<file path="config.mk">
export PLATFORM = sky130hd
export DESIGN_NAME = quadrature_servo_position_controller
export DESIGN_NICKNAME = d
export VERILOG_FILES = /design/src/hdl/qspc_pkg.sv /design/src/hdl/qspc_decoder.sv /design/src/hdl/qspc_drive.sv /design/src/hdl/quadrature_servo_position_controller.sv
export SDC_FILE = /design/constraint.sdc
export NUM_CORES = 1
export LEC_CHECK = 0
export ABC_AREA = 1
export ABC_CLOCK_PERIOD_IN_PS = 14000
export BUFFER_PORTS_ARGS = -buffer_cell sky130_fd_sc_hd__buf_4
export CAP_MARGIN = 20
export CORE_ASPECT_RATIO = 0.6
export CORE_MARGIN = 3
export CORE_UTILIZATION = 43
export DETAILED_ROUTE_END_ITERATION = 8
export PLACE_DENSITY_LB_ADDON = 0.2
export REMOVE_ABC_BUFFERS = 1
export SKIP_CTS_REPAIR_TIMING = 1
export SLEW_MARGIN = 10
export SYNTH_ARGS = -nofsm -noshare
export SYNTH_HDL_FRONTEND = slang
export SYNTH_SLANG_ARGS = --single-unit
export TNS_END_PERCENT = 10
</file>
<file path="constraint.sdc">
create_clock -name clk -period 14 [get_ports clk]
set_clock_uncertainty 0.1 [all_clocks]
set_input_delay 2.1 -clock clk [delete_from_list [all_inputs] [get_ports clk]]
set_output_delay 2.1 -clock clk [all_outputs]
set_load 0.02 [all_outputs]
</file>
<file path="src/hdl/qspc_pkg.sv">
// shared types, codes and constants for the quadrature servo position controller
// no dependencies; used by every module of the block by scoped names

package qspc_pkg;

    // width of the internal position counter (16 to 64)
    localparam int POSITION_BITS = 32;

    // port widths fixed by the item fields
    localparam int OUT_POS_BITS = 32;
    localparam int TARGET_BITS  = 32;
    localparam int SCALE_BITS   = 10;
    localparam int DUTY_BITS    = 17;
    localparam int DIR_BITS     = 2;
    localparam int SPEED_BITS   = 7;

    // signed difference of target and position never overflows at this width
    localparam int WIDE_BITS = (POSITION_BITS > TARGET_BITS) ? POSITION_BITS : TARGET_BITS;
    localparam int DIFF_BITS = WIDE_BITS + 1;

    localparam logic [SCALE_BITS-1:0] SCALE_RESET = SCALE_BITS'(50);

    // control law constants
    localparam logic [SPEED_BITS-1:0] SPEED_MAX  = SPEED_BITS'(100);
    localparam logic [SPEED_BITS-1:0] SPEED_BIAS = SPEED_BITS'(25);
    localparam logic [DIFF_BITS-1:0]  DIST_LIMIT = DIFF_BITS'(200);

    // item kinds
    localparam logic MODE_SAMPLE = 1'b0;
    localparam logic MODE_TICK   = 1'b1;

    // drive direction codes
    localparam logic [DIR_BITS-1:0] DIR_NONE = 2'd0;
    localparam logic [DIR_BITS-1:0] DIR_FWD  = 2'd1;
    localparam logic [DIR_BITS-1:0] DIR_REV  = 2'd2;

    typedef struct packed {
        logic [DIR_BITS-1:0]  dir;
        logic [DUTY_BITS-1:0] duty;
    } drive_cmd_t;

endpackage

</file>
<file path="src/hdl/qspc_decoder.sv">
// quadrature step decoder: one gray-code step of the a/b pair moves the count by one
// depends on qspc_pkg

module qspc_decoder
(
    input  logic [1:0]                        prev_chan,
    input  logic [1:0]                        now_chan,
    input  logic [qspc_pkg::POSITION_BITS-1:0] position,
    output logic [qspc_pkg::POSITION_BITS-1:0] position_next
);

    localparam logic [1:0] STEP_NONE = 2'd0;
    localparam logic [1:0] STEP_UP   = 2'd1;
    localparam logic [1:0] STEP_DOWN = 2'd2;

    // forward sequence 0 -> 1 -> 3 -> 2 -> 0, a in bit 0
    function automatic logic [1:0] step_of(input logic [3:0] code);
        logic [1:0] step;
        begin
            case (code)
                4'b00_01, 4'b01_11, 4'b11_10, 4'b10_00: step = STEP_UP;
                4'b00_10, 4'b10_11, 4'b11_01, 4'b01_00: step = STEP_DOWN;
                default:                                step = STEP_NONE;
            endcase
            return step;
        end
    endfunction

    logic [1:0] step;

    assign step = step_of({prev_chan, now_chan});

    always_comb
    begin
        case (step)
            STEP_UP:   position_next = position + qspc_pkg::POSITION_BITS'(1);
            STEP_DOWN: position_next = position - qspc_pkg::POSITION_BITS'(1);
            default:   position_next = position;
        endcase
    end

endmodule

</file>
<file path="src/hdl/qspc_drive.sv">
// proportional drive law: distance to target gives a biased, clamped speed and a duty
// depends on qspc_pkg

module qspc_drive
(
    input  logic [qspc_pkg::TARGET_BITS-1:0]   target,
    input  logic [qspc_pkg::POSITION_BITS-1:0] position,
    input  logic [qspc_pkg::DIR_BITS-1:0]      last_dir,
    input  qspc_pkg::drive_cmd_t               cmd,
    input  logic [qspc_pkg::SCALE_BITS-1:0]    scale,
    output logic [qspc_pkg::DIR_BITS-1:0]      last_dir_next,
    output qspc_pkg::drive_cmd_t               cmd_next
);

    localparam int DW = qspc_pkg::DIFF_BITS;
    localparam int SW = qspc_pkg::SPEED_BITS;

    logic signed [DW-1:0] target_ext;
    logic signed [DW-1:0] position_ext;
    logic signed [DW-1:0] diff;
    logic [DW-1:0]        dist_mag;
    logic                 ahead;
    logic [SW-1:0]        base_speed;
    logic [SW-1:0]        biased;
    logic [SW-1:0]        speed;
    logic [qspc_pkg::DIR_BITS-1:0] dir;

    assign target_ext   = DW'(signed'(target));
    assign position_ext = DW'(signed'(position));
    assign diff         = target_ext - position_ext;
    assign ahead        = !diff[DW-1];
    assign dist_mag     = ahead ? diff : -diff;
    assign dir          = ahead ? qspc_pkg::DIR_FWD : qspc_pkg::DIR_REV;

    // at or below the distance limit, half the distance is at most 100
    assign base_speed = (dist_mag > qspc_pkg::DIST_LIMIT) ? qspc_pkg::SPEED_MAX
                                                          : SW'(dist_mag >> 1);
    assign biased     = base_speed + qspc_pkg::SPEED_BIAS;
    assign speed      = (biased > qspc_pkg::SPEED_MAX) ? qspc_pkg::SPEED_MAX : biased;

    always_comb
    begin
        last_dir_next = last_dir;
        cmd_next      = cmd;
        if (diff == '0)
        begin
            // on target: stop, keeping the last direction if there is one
            if (last_dir == qspc_pkg::DIR_FWD || last_dir == qspc_pkg::DIR_REV)
            begin
                cmd_next.dir  = last_dir;
                cmd_next.duty = '0;
            end
        end
        else
        begin
            last_dir_next = dir;
            cmd_next.dir  = dir;
            cmd_next.duty = qspc_pkg::DUTY_BITS'(speed * scale);
        end
    end

endmodule

</file>
<file path="src/hdl/quadrature_servo_position_controller.sv">
// Quadrature servo position controller.
// Input channel (in_valid/in_ready) carries one beat per item: mode 0 is an
// encoder sample (chan_a, chan_b), mode 1 a control tick (target_position).
// Output channel (out_valid/out_ready) returns one beat per item with the
// position count and the drive command as they stand after that item.
// The duty scale register is written through cfg_we/cfg_wdata; the user
// must do so only while idle, as the block itself does not enforce it.
// An accepted beat waits in the input register and is decoded into the
// result register once that can advance. Throughput: one item per cycle
// while results are taken; the input and result registers each hold one
// beat; each update is combinational add, compare and 7 by 10 bit multiply.
// When the receiver stalls, the result holds and the input register fills;
// in_ready then drops until the result is taken.
// Reset clears position, channel history, direction and command to zero
// and loads a duty scale of 50.
// Depends on qspc_pkg, qspc_decoder and qspc_drive.

module quadrature_servo_position_controller
(
    input  logic                                clk,
    input  logic                                rst_n,
    input  logic                                in_valid,
    output logic                                in_ready,
    input  logic                                mode,
    input  logic                                chan_a,
    input  logic                                chan_b,
    input  logic signed [qspc_pkg::TARGET_BITS-1:0]  target_position,
    output logic                                out_valid,
    input  logic                                out_ready,
    output logic signed [qspc_pkg::OUT_POS_BITS-1:0] current_position,
    output logic [qspc_pkg::DIR_BITS-1:0]       drive_direction,
    output logic [qspc_pkg::DUTY_BITS-1:0]      drive_duty,
    input  logic                                cfg_we,
    input  logic [qspc_pkg::SCALE_BITS-1:0]     cfg_wdata
);

    localparam int PW = qspc_pkg::POSITION_BITS;

    // input stage
    logic                             in_valid_reg;
    logic                             mode_reg;
    logic [1:0]                       chan_reg;
    logic [qspc_pkg::TARGET_BITS-1:0] target_reg;

    // state, which also serves as the result register
    logic                            out_valid_reg;
    logic                            out_valid_next;
    logic [PW-1:0]                   position_reg;
    logic [PW-1:0]                   position_next;
    logic [1:0]                      prev_chan_reg;
    logic [1:0]                      prev_chan_next;
    logic [qspc_pkg::DIR_BITS-1:0]   last_dir_reg;
    logic [qspc_pkg::DIR_BITS-1:0]   last_dir_next;
    qspc_pkg::drive_cmd_t            cmd_reg;
    qspc_pkg::drive_cmd_t            cmd_next;
    logic [qspc_pkg::SCALE_BITS-1:0] scale_reg;

    logic                            advance;
    logic                            fire;
    logic [PW-1:0]                   dec_position;
    logic [qspc_pkg::DIR_BITS-1:0]   drv_last_dir;
    qspc_pkg::drive_cmd_t            drv_cmd;

    assign advance  = !out_valid_reg || out_ready;
    assign fire     = in_valid_reg && advance;
    assign in_ready = !in_valid_reg || advance;

    qspc_decoder u_decoder
    (
        .prev_chan     (prev_chan_reg),
        .now_chan      (chan_reg),
        .position      (position_reg),
        .position_next (dec_position)
    );

    qspc_drive u_drive
    (
        .target        (target_reg),
        .position      (position_reg),
        .last_dir      (last_dir_reg),
        .cmd           (cmd_reg),
        .scale         (scale_reg),
        .last_dir_next (drv_last_dir),
        .cmd_next      (drv_cmd)
    );

    always_comb
    begin
        out_valid_next = out_valid_reg;
        position_next  = position_reg;
        prev_chan_next = prev_chan_reg;
        last_dir_next  = last_dir_reg;
        cmd_next       = cmd_reg;
        if (advance)
        begin
            out_valid_next = in_valid_reg;
        end
        if (fire)
        begin
            if (mode_reg == qspc_pkg::MODE_SAMPLE)
            begin
                position_next  = dec_position;
                prev_chan_next = chan_reg;
            end
            else
            begin
                last_dir_next = drv_last_dir;
                cmd_next      = drv_cmd;
            end
        end
    end

    always_ff @(posedge clk or negedge rst_n)
    begin
        if (!rst_n)
        begin
            in_valid_reg  <= 1'b0;
            out_valid_reg <= 1'b0;
            position_reg  <= '0;
            prev_chan_reg <= '0;
            last_dir_reg  <= qspc_pkg::DIR_NONE;
            cmd_reg       <= '0;
            scale_reg     <= qspc_pkg::SCALE_RESET;
        end
        else
        begin
            if (in_ready)
            begin
                in_valid_reg <= in_valid;
            end
            out_valid_reg <= out_valid_next;
            position_reg  <= position_next;
            prev_chan_reg <= prev_chan_next;
            last_dir_reg  <= last_dir_next;
            cmd_reg       <= cmd_next;
            if (cfg_we)
            begin
                scale_reg <= cfg_wdata;
            end
        end
    end

    // input payload, no reset
    always_ff @(posedge clk)
    begin
        if (in_valid && in_ready)
        begin
            mode_reg   <= mode;
            chan_reg   <= {chan_b, chan_a};
            target_reg <= target_position;
        end
    end

    assign out_valid        = out_valid_reg;
    assign current_position = qspc_pkg::OUT_POS_BITS'(position_reg);
    assign drive_direction  = cmd_reg.dir;
    assign drive_duty       = cmd_reg.duty;

`ifndef NO_ASSERTIONS
    // a stalled input beat is never dropped
    a_in_hold: assert property (@(posedge clk) disable iff (!rst_n)
        in_valid_reg && !advance |=> in_valid_reg)
        else $error("input beat lost while stalled");

    // an encoder sample moves the count by at most one
    a_pos_step: assert property (@(posedge clk) disable iff (!rst_n)
        fire && mode_reg == qspc_pkg::MODE_SAMPLE |=>
            position_reg == $past(position_reg) ||
            position_reg == $past(position_reg) + PW'(1) ||
            position_reg == $past(position_reg) - PW'(1))
        else $error("position moved by more than one count");

    // a control tick never touches the count
    a_tick_pos: assert property (@(posedge clk) disable iff (!rst_n)
        fire && mode_reg == qspc_pkg::MODE_TICK |=> $stable(position_reg))
        else $error("control tick changed the position");

    // no duty without a direction
    a_duty_dir: assert property (@(posedge clk) disable iff (!rst_n)
        cmd_reg.dir == qspc_pkg::DIR_NONE |-> cmd_reg.duty == '0)
        else $error("duty set with no direction");

    // command and last direction agree once a direction is set
    a_dir_match: assert property (@(posedge clk) disable iff (!rst_n)
        last_dir_reg != qspc_pkg::DIR_NONE |-> cmd_reg.dir == last_dir_reg)
        else $error("drive direction differs from last direction");
`endif

endmodule

</file>
# Word level (Yosys, flattened, before mapping)
# Memory sizes are Yosys's and may differ from the RTL's.
# Cells that the tools add are included.
[classes]
n_addsub = 5
multipliers = 1
magnitude_cmp = 2
eq_ne = 5
n_mux = 7
bitwise = 2
n_reduce_logical = 13
[ops]
columns = ["cell", "count"]
rows = [
  ["$pmux 32 s2", 1],
  ["$mux 19", 2],
  ["$gt 33x8->1 const B", 1],
  ["$logic_not 33->1", 1],
  ["$mux 33", 1],
  ["$neg 33->33", 1],
  ["$sub 32x32->33", 1],
  ["$add 32x1->32 const B", 1],
  ["$sub 32x1->32 const B", 1],
  ["$mul 7x10->17", 1],
  ["$mux 7", 2],
  ["$reduce_and 3->1", 3],
  ["$add 7x5->7 const B", 1],
  ["$gt 7x7->1 const B", 1],
  ["$eq 2x1->1 const B", 2],
  ["$eq 2x2->1 const B", 2],
  ["$logic_or 1x1->1", 3],
  ["$logic_and 1x1->1", 2],
  ["$logic_not 1->1", 2],
  ["$mux 2", 1],
  ["$ne 2x2->1 const B", 1],
  ["$not 1->1", 2],
  ["$reduce_and 2->1", 1],
  ["$reduce_bool 2->1", 1],
]
[word_totals]
regBits = 102
mem_bits_ro = 32
in_bits = 50
out_inout_bits = 53
wordCells = 47
mem_count = 1
[mem_list]
columns = ["name", "depth", "width", "rd", "rd_ports_with_merged_regs", "wr", "line", "rtl"]
rows = [
  ["(no name shown)", 16, 2, 1, 0, 0, "qspc_decoder.sv:20", "case (code)"],
]

# Longest topological paths before layout
# Gate-level depths: netlist of run 1.
[depth]
word_depth = 10
mapped_depth = 63
ltp_nobuf = 62

# Modules after synthesis
# From an unflattened synthesis of run 1, not the netlist that was laid out.
[hier_totals]
cells_unflattened = 2241
hier_area_um2 = 13457.9
[by_module_without_submodules]
columns = ["mod", "n_inst", "cells_each", "area_each_um2", "seq_area_each_um2"]
rows = [
  ["qspc_drive", 1, 1244, 6628.9, 0.0],
  ["quadrature_servo_position_controller", 1, 333, 3802.4, 2731.4],
  ["qspc_decoder", 1, 664, 3026.7, 0.0],
]

# Worst setup path after synthesis of run 1
# OpenSTA, ideal clock, no wires.
[synth_timing]
kind = "reg-to-reg"
from = "reg position_reg[0], in the netlist current_position[0]"
to = "reg cmd_reg, in the netlist drive_duty[15]"
setup_time_ps = 133
arrival_ps = 8236
required_ps = 13767
setup_slack_ps = 5530
stages_incl_launch_ff = 55
path_buffers = 1
period_less_slack_ps = 8470
cell_sequence = "dfrtp_1 -> ha_1 -> fa_1 -> ha_1 -> a21boi_0 -> nand3_1 -> nor2_1 -> nand2_1 -> nor2_4 -> nand3_2 -> nor2_2 -> nand3_2 -> nand2_1 -> nand2_1 -> nand2_1 -> nand2_1 -> nor3_2 -> nand2_2 -> [19 not listed] -> inv_1 -> fa_1 -> inv_1 -> ha_1 -> inv_1 -> o21ai_0 -> a21oi_1 -> o21bai_1 -> nand2_1 -> nand2_1 -> nand2_1 -> nand2_1 -> a21oi_1 -> o21bai_1 -> a21oi_1 -> o21ai_0 -> xnor2_1 -> o21ai_0"
[synth_via]
elab_chain_cells = 10
word_cells_on_any_way = 13
cone_classes = "add/sub (3); mul (1); order compare (2); eq/ne (1); mux (4); reduce/logical (2)"
[synth_lines]
columns = ["element", "line", "rtl"]
rows = [
  ["start, declared", "quadrature_servo_position_controller.sv:48", "logic [PW-1:0] position_reg;"],
  ["start signal, assigned", "quadrature_servo_position_controller.sv:132", "position_reg <= position_next;"],
  ["$sub 32x32->33 *", "qspc_drive.sv:30", "assign diff = target_ext - position_ext;"],
  ["$neg 33->33", "qspc_drive.sv:32", "assign dist_mag = ahead ? diff : -diff;"],
  ["$mux 33", "qspc_drive.sv:32", ""],
  ["$gt 33x8->1", "qspc_drive.sv:36", "assign base_speed = (dist_mag > qspc_pkg::DIST_LIMIT) ? qspc_pkg::SPEED_MAX"],
  ["$mux 7", "qspc_drive.sv:36", ""],
  ["$add 7x5->7", "qspc_drive.sv:38", "assign biased = base_speed + qspc_pkg::SPEED_BIAS;"],
  ["$gt 7x7->1", "qspc_drive.sv:39", "assign speed = (biased > qspc_pkg::SPEED_MAX) ? qspc_pkg::SPEED_MAX : biased;"],
  ["$mux 7", "qspc_drive.sv:39", ""],
  ["$mul 7x10->17", "qspc_drive.sv:58", "cmd_next.duty = qspc_pkg::DUTY_BITS'(speed * scale);"],
  ["$mux 19", "qspc_drive.sv:45", "if (diff == '0)"],
  ["end signal, assigned", "quadrature_servo_position_controller.sv:135", "cmd_reg <= cmd_next;"],
  ["end, declared", "quadrature_servo_position_controller.sv:54", "qspc_pkg::drive_cmd_t cmd_reg;"],
]
# Mark *: on every way between the ends. The rest lies on a longest branch, timed or not.
# A chain may end at the register's enable or synchronous reset.

# Final worst setup path of run 1
# Ends and elaborated chain as after synthesis.

==> impl_metrics.yaml, run 1 <==
status:
  outcome: "finished clean"
final_layout:
  seq_area_um2: 2730
  diodes: 0
  area_delta_synth_final_pct: 12.4
  nets: 2044
  final_common_cell: "nand2_1"
  final_util_pct: 50.3
  layout_common_cells: "570 x nand2_1, 302 x inv_1, 157 x nor2_1"
  fillers: 2659
  final_cells: 2208
  drive_above_1_share_pct: 9.75
  multi_input_comb_area_um2: 7590
clocking:
  clk-insertion-delay-late_ns: 0.38
  clock_path_buffers: 2
  path_clk_slew_ns: 0.08
  cts_root_buf: "clkbuf_16"
  cts_buffers: 9
  clock-sinks: 102
  cts.htree.levels: 3
  tritoncts: "done"
floorplanning:
  io_pins: 103
  die_x_um: 218
  die_y_um: 133
  die-area_um2: 29000
  core_area_um2: 25800
  std_cell_rows: 45
  start_util_pct: 44.8
pwr:
  p_leak_nw: 7.18
  power.density_nw_per_um2: 218
  netSwitchingFraction_pct: 57.3
  p_total_mw: 2.83
  irDropWorstVdd_mv: 0.100
  power.switching_mw: 1.62
  intPower_mw: 1.21
  clkPwrFrac_pct: 8.8
  seqPwrFrac_pct: 16.2
  combPwrFrac_pct: 75.1
logic_synthesis:
  yosys_warnings: 0
  synth_area_per_cell_um2: 6.61
  synth_top_cell_area_share_pct: 18.5
  yosysSeqAreaShare_pct: 23.6
  syn_inst: 1751
  ys_ff_latch: 102
  synth-async-reset-ratio_pct: 65.7
  synth_flop_cell: "dfrtp_1"
  netlist_area_um2: 11600
  synth_area_leader_cell: "nand2_1"
  synth-edff-count: 35
  synth_cell_types: 49
  synthTopCellsByArea: "nand2_1 18%, dfrtp_1 14%, ha_1 11%"
placement:
  portBuffers: 102
  dp.cells: 2192
  dp_hpwl_mm: 29.0
  gp_congestion: 0.952
sta:
  drv_slew: 0
  rsz0062_at_grt: "no"
  setup_viol: 0
  fin_tns_setup_ns: 0
  relSlewSlack_pct: 31.5
  worst_pin_slew_ns: 1.03
  hold_viol_final: 0
  fin_crit_sh_pct: 73.0
  clock.fmax_mhz: 97.8
  layout_min_cycle_time_ns: 10.22
  whs_ns: 0.392
routing:
  top_layer: "met4"
  drc: 0
  drt-met1-wl_mm: 19.0
  ant_nets: 0
  drt_first_pass_iters: 6
  vias: 11400
  post_drt_wl_per_cell_um: 15.9
  wl_mm: 35.2
  route.met2.wl_mm: 12.2
  wl_met3_mm: 3.64
  drtIter0Drc: 1251
  via_per_inst: 5.18
flow_run:
  max-cap-violations: 0
worst_setup_path:
  worst_ep_arrival_time_ns: 10.35
  r2r-end: "drive_duty[15]"
  worstSetupPathType: "flip-flop to flip-flop"
  crit_path_top_delay_cell: "nand2_2"
  r2r_cells: 58
  required_ns: 14.13
  worst_path_largest_cell_delay_ns: 0.66
  timing.rr.start: "current_position[0]"
  crit_fanout: 49
  startpoint_type: "flip-flop"
  reg2reg_setup_slack_ns: 3.78
  crit_top_cell: "nand2_1"
  cp-end-kind: "flip-flop"
grt:
  grt-ovfl-total: 0
  grt_usage_pct: 24.9
  grt_max_degree: 68
  grt_pass1_vias: 10400
  antenna_found_initial: 0
  grt_pass1_wl_mm: 56.8
worst_hold_path:
  min_delay_worst_endpoint: "drive_direction[0]"
  hp-start: "drive_direction[0]"
  hold_path_class: "flip-flop to flip-flop"
  min_path_cells: 2
metrics by stage:
stage / area, µm² / worst slack, ns
after floorplan: 11500 / 5.19
after global placement: 12700 / 4.28
after detailed placement: 12700 / 3.90
after CTS: 13000 / 3.89
after global routing: 13000 / 2.87
final: 13000 / 3.78
worst max-delay path: cells and delay by family, from the launching register on:
kind                     cells  cell delay (ns)
buffers and inverters        9             0.59
AO/OA/AOI/OAI                8             1.34
AND/OR/NAND/NOR             32             4.23
XOR/XNOR                     1             0.14
adder cells (fa/ha/maj)      8             3.25
flip-flops                   1             0.45
cell usage after synthesis (10+ instances only):
cell type / count
a21oi_1: 72
clkbuf_1: 10
dfrtp_1: 64
edfxtp_1: 35
fa_1: 41
ha_1: 101
inv_1: 302
nand2_1: 570
nand2_2: 19
nand3_1: 119
nand4_1: 32
nor2_1: 158
o21ai_0: 75
xnor2_1: 15
xor2_1: 23
layer usage:
metal	vias to the layer above	track usage [%]
li1	5761	-
met1	5195	42.0
met2	458	30.1
met3	23	7.25
met4	0	3.87
met5	-	0
worst max-delay path by stage:
stage,endpoint,from,slack (ns),cells past startpoint
finish,drive_duty[15],current_position[0],3.78,58
global route,drive_duty[16],current_position[0],2.87,59
CTS,drive_duty[15],current_position[0],3.89,58
detailed placement,drive_duty[15],current_position[0],3.90,58
global placement,drive_duty[16],current_position[0],4.28,59
floorplan,drive_duty[15],current_position[0],5.19,58
kinds of logic after synthesis:
kind of cell	count (synthesis)	synth area share (%)
adders and majority gates	142	18.0
xor gates and xnor gates	38	2.88
and+or+nand+nor	958	35.6
AOI/OAI and AO/OA	187	9.13
DFF	102	23.6
buffers and inverters	324	10.8
power groups by stage:
stage | registers, mW | clock network, mW | logic [mW]
final | 0.458 | 0.248 | 2.12
after global placement | 0.461 | 0 | 2.07
after floorplan | 0.525 | 0 | 1.43
after CTS | 0.459 | 0.257 | 2.09
after detailed placement | 0.462 | 0 | 2.08
after global routing | 0.471 | 0.267 | 2.40
area by class of cell:
| type | instances | share of cell area [%] |
|---|---|---|
| clock buffer | 9 | 1.73 |
| multi-input combinational | 1325 | 58.4 |
| timing repair buffer | 107 | 6.28 |
| inverter | 307 | 8.87 |
| sequential | 102 | 21.0 |
| clock inverter | 6 | 0.327 |
| tap | 352 | 3.39 |
Note: power is estimated with default switching activity, not from simulation.
==> run 2, diff against run 1 <==
- ABC_CLOCK_PERIOD_IN_PS: 14000 -> 9650
- clock period: 14 -> 9.65 ns (I/O delays scaled with it)
==> run 2 against run 1 <==
Effect of this change: register-to-register slack got worse by 3.2 ns; final area rose by 3.4%; cell count rose by 0.86%; first-iteration DRC count fell by 16%; sequential cell count did not move; combinational power rose by 54%; critical path type unchanged.
==> impl_metrics.yaml, run 2 (synthesis results as in run 1) <==
sta:
  fin_crit_sh_pct: 94.2
  layout_min_cycle_time_ns: 9.09
  relSlewSlack_pct: 34.8
  setup_viol: 0
  worst_pin_slew_ns: 0.977
  hold_viol_final: 0
  clock.fmax_mhz: 110
  fin_tns_setup_ns: 0
  drv_slew: 0
pwr:
  irDropWorstVdd_mv: 0.141
  p_leak_nw: 7.31
  power.density_nw_per_um2: 322
worst_setup_path:
  reg2reg_setup_slack_ns: 0.56
  critical_path.top_delay_family: "simple AND/OR/NAND/NOR gates"
  r2r_cells: 55
  worstSetupPathType: "flip-flop to flip-flop"
  worst_path_largest_cell_delay_ns: 0.56
  critPathBufInv: 9
  worst_ep_arrival_time_ns: 9.22
  path_depth: 55
  cp-end-kind: "flip-flop"
  required_ns: 9.78
  crit_top_cell: "nand2_1"
  r2r-end: "drive_duty[15]"
  crit_fanout: 10
  startpoint_type: "flip-flop"
  timing.rr.start: "current_position[31]"
  crit_path_top_delay_cell: "ha_1"
placement:
  dp.cells: 2197
  portBuffers: 102
  dp_hpwl_mm: 28.8
  gp_congestion: 0.969
  placed_area_um2: 12700
clocking:
  cts_root_buf: "clkbuf_16"
  path_clk_slew_ns: 0.07
  clock_path_buffers: 2
  cts.htree.levels: 3
  cts_buffers: 9
  tritoncts: "done"
  clock-sinks: 102
  clk-insertion-delay-late_ns: 0.38
final_layout:
  final_cells: 2227
  drive_above_1_share_pct: 13.1
  layout_common_cells: "559 x nand2_1, 299 x inv_1, 142 x nor2_1"
  diodes: 0
  final_util_pct: 52.0
  postLayoutCellArea_um2: 13400
  nets: 2062
  final_common_cell: "nand2_1"
  area_delta_synth_final_pct: 16.1
grt:
  grt_pass1_vias: 10100
  antenna_found_initial: 0
  grt_pass1_wl_mm: 56.0
  grt_max_degree: 68
  grt_usage_pct: 24.6
  grt-ovfl-total: 0
floorplanning:
  die_x_um: 218
  die-area_um2: 29000
  die_y_um: 133
  core_area_um2: 25800
  start_util_pct: 44.8
  io_pins: 103
  std_cell_rows: 45
routing:
  drc: 0
  drtIter0Drc: 1045
  via_per_inst: 5.19
  vias: 11600
  wl_mm: 35.5
  drt_first_pass_iters: 5
  post_drt_wl_per_cell_um: 15.9
  ant_nets: 0
status:
  outcome: "finished clean"
worst_hold_path:
  hold_path_class: "flip-flop to flip-flop"
  hp-start: "drive_direction[0]"
  min_path_cells: 2
  min_delay_worst_endpoint: "drive_direction[0]"
flow_run:
  max-cap-violations: 0
run 2: worst min-delay path, cell delays in order (launching register included):
cell and delay [ns]:
dfrtp_1 0.35, nand2_1 0.06, nand2_1 0.05
run 2: power by group:
group | switching, mW | leakage [nW] | internal [mW] | total [mW]
registers | 0.0974 | 1.17 | 0.566 | 0.664
logic | 2.17 | 6.00 | 1.10 | 3.26
clock network | 0.187 | 0.144 | 0.211 | 0.399
total | 2.45 | 7.31 | 1.87 | 4.33
run 2: through the flow:
step                      worst slack (ns)  hold slack (ns)  total power [mW]
final                                0.563            0.384              4.33
after global routing               -0.0564            0.415              4.77
after CTS                           -0.105            0.388              4.14
after detailed placement           -0.0690            0.367              3.71
after global placement               0.217            0.357              3.69
after floorplan                      0.844            0.361              2.84
run 2: worst max-delay path by stage:
stage	from	end	slack [ns]
3_5_place_dp	current_position[0]	drive_duty[15]	-0.07
4_1_cts	current_position[0]	drive_duty[15]	-0.11
3_3_place_gp	current_position[0]	drive_duty[15]	0.22
5_1_grt	current_position[13]	drive_duty[16]	-0.06
2_1_floorplan	current_position[0]	drive_duty[15]	0.84
6_report	current_position[31]	drive_duty[15]	0.56
run 2: area by class of cell:
type / count / area (µm²)
Multi-Input combinational cell: 1326 / 7830
Tap cell: 352 / 440
Sequential cell: 102 / 2730
Inverter: 307 / 1150
Clock buffer: 11 / 243
Clock inverter: 5 / 65.1
Timing Repair Buffer: 124 / 967
Fill cell: 2584 / 12400
run 2: metal layers:
| metal | track usage (%) | up-vias | share of wire [%] |
|---|---|---|---|
| met4 | 3.58 | 0 | 0.63 |
| li1 | - | 5786 | - |
| met1 | 42.4 | 5288 | 55 |
| met5 | 0 | - | 0 |
| met3 | 5.99 | 16 | 9.8 |
| met2 | 29.7 | 473 | 35 |
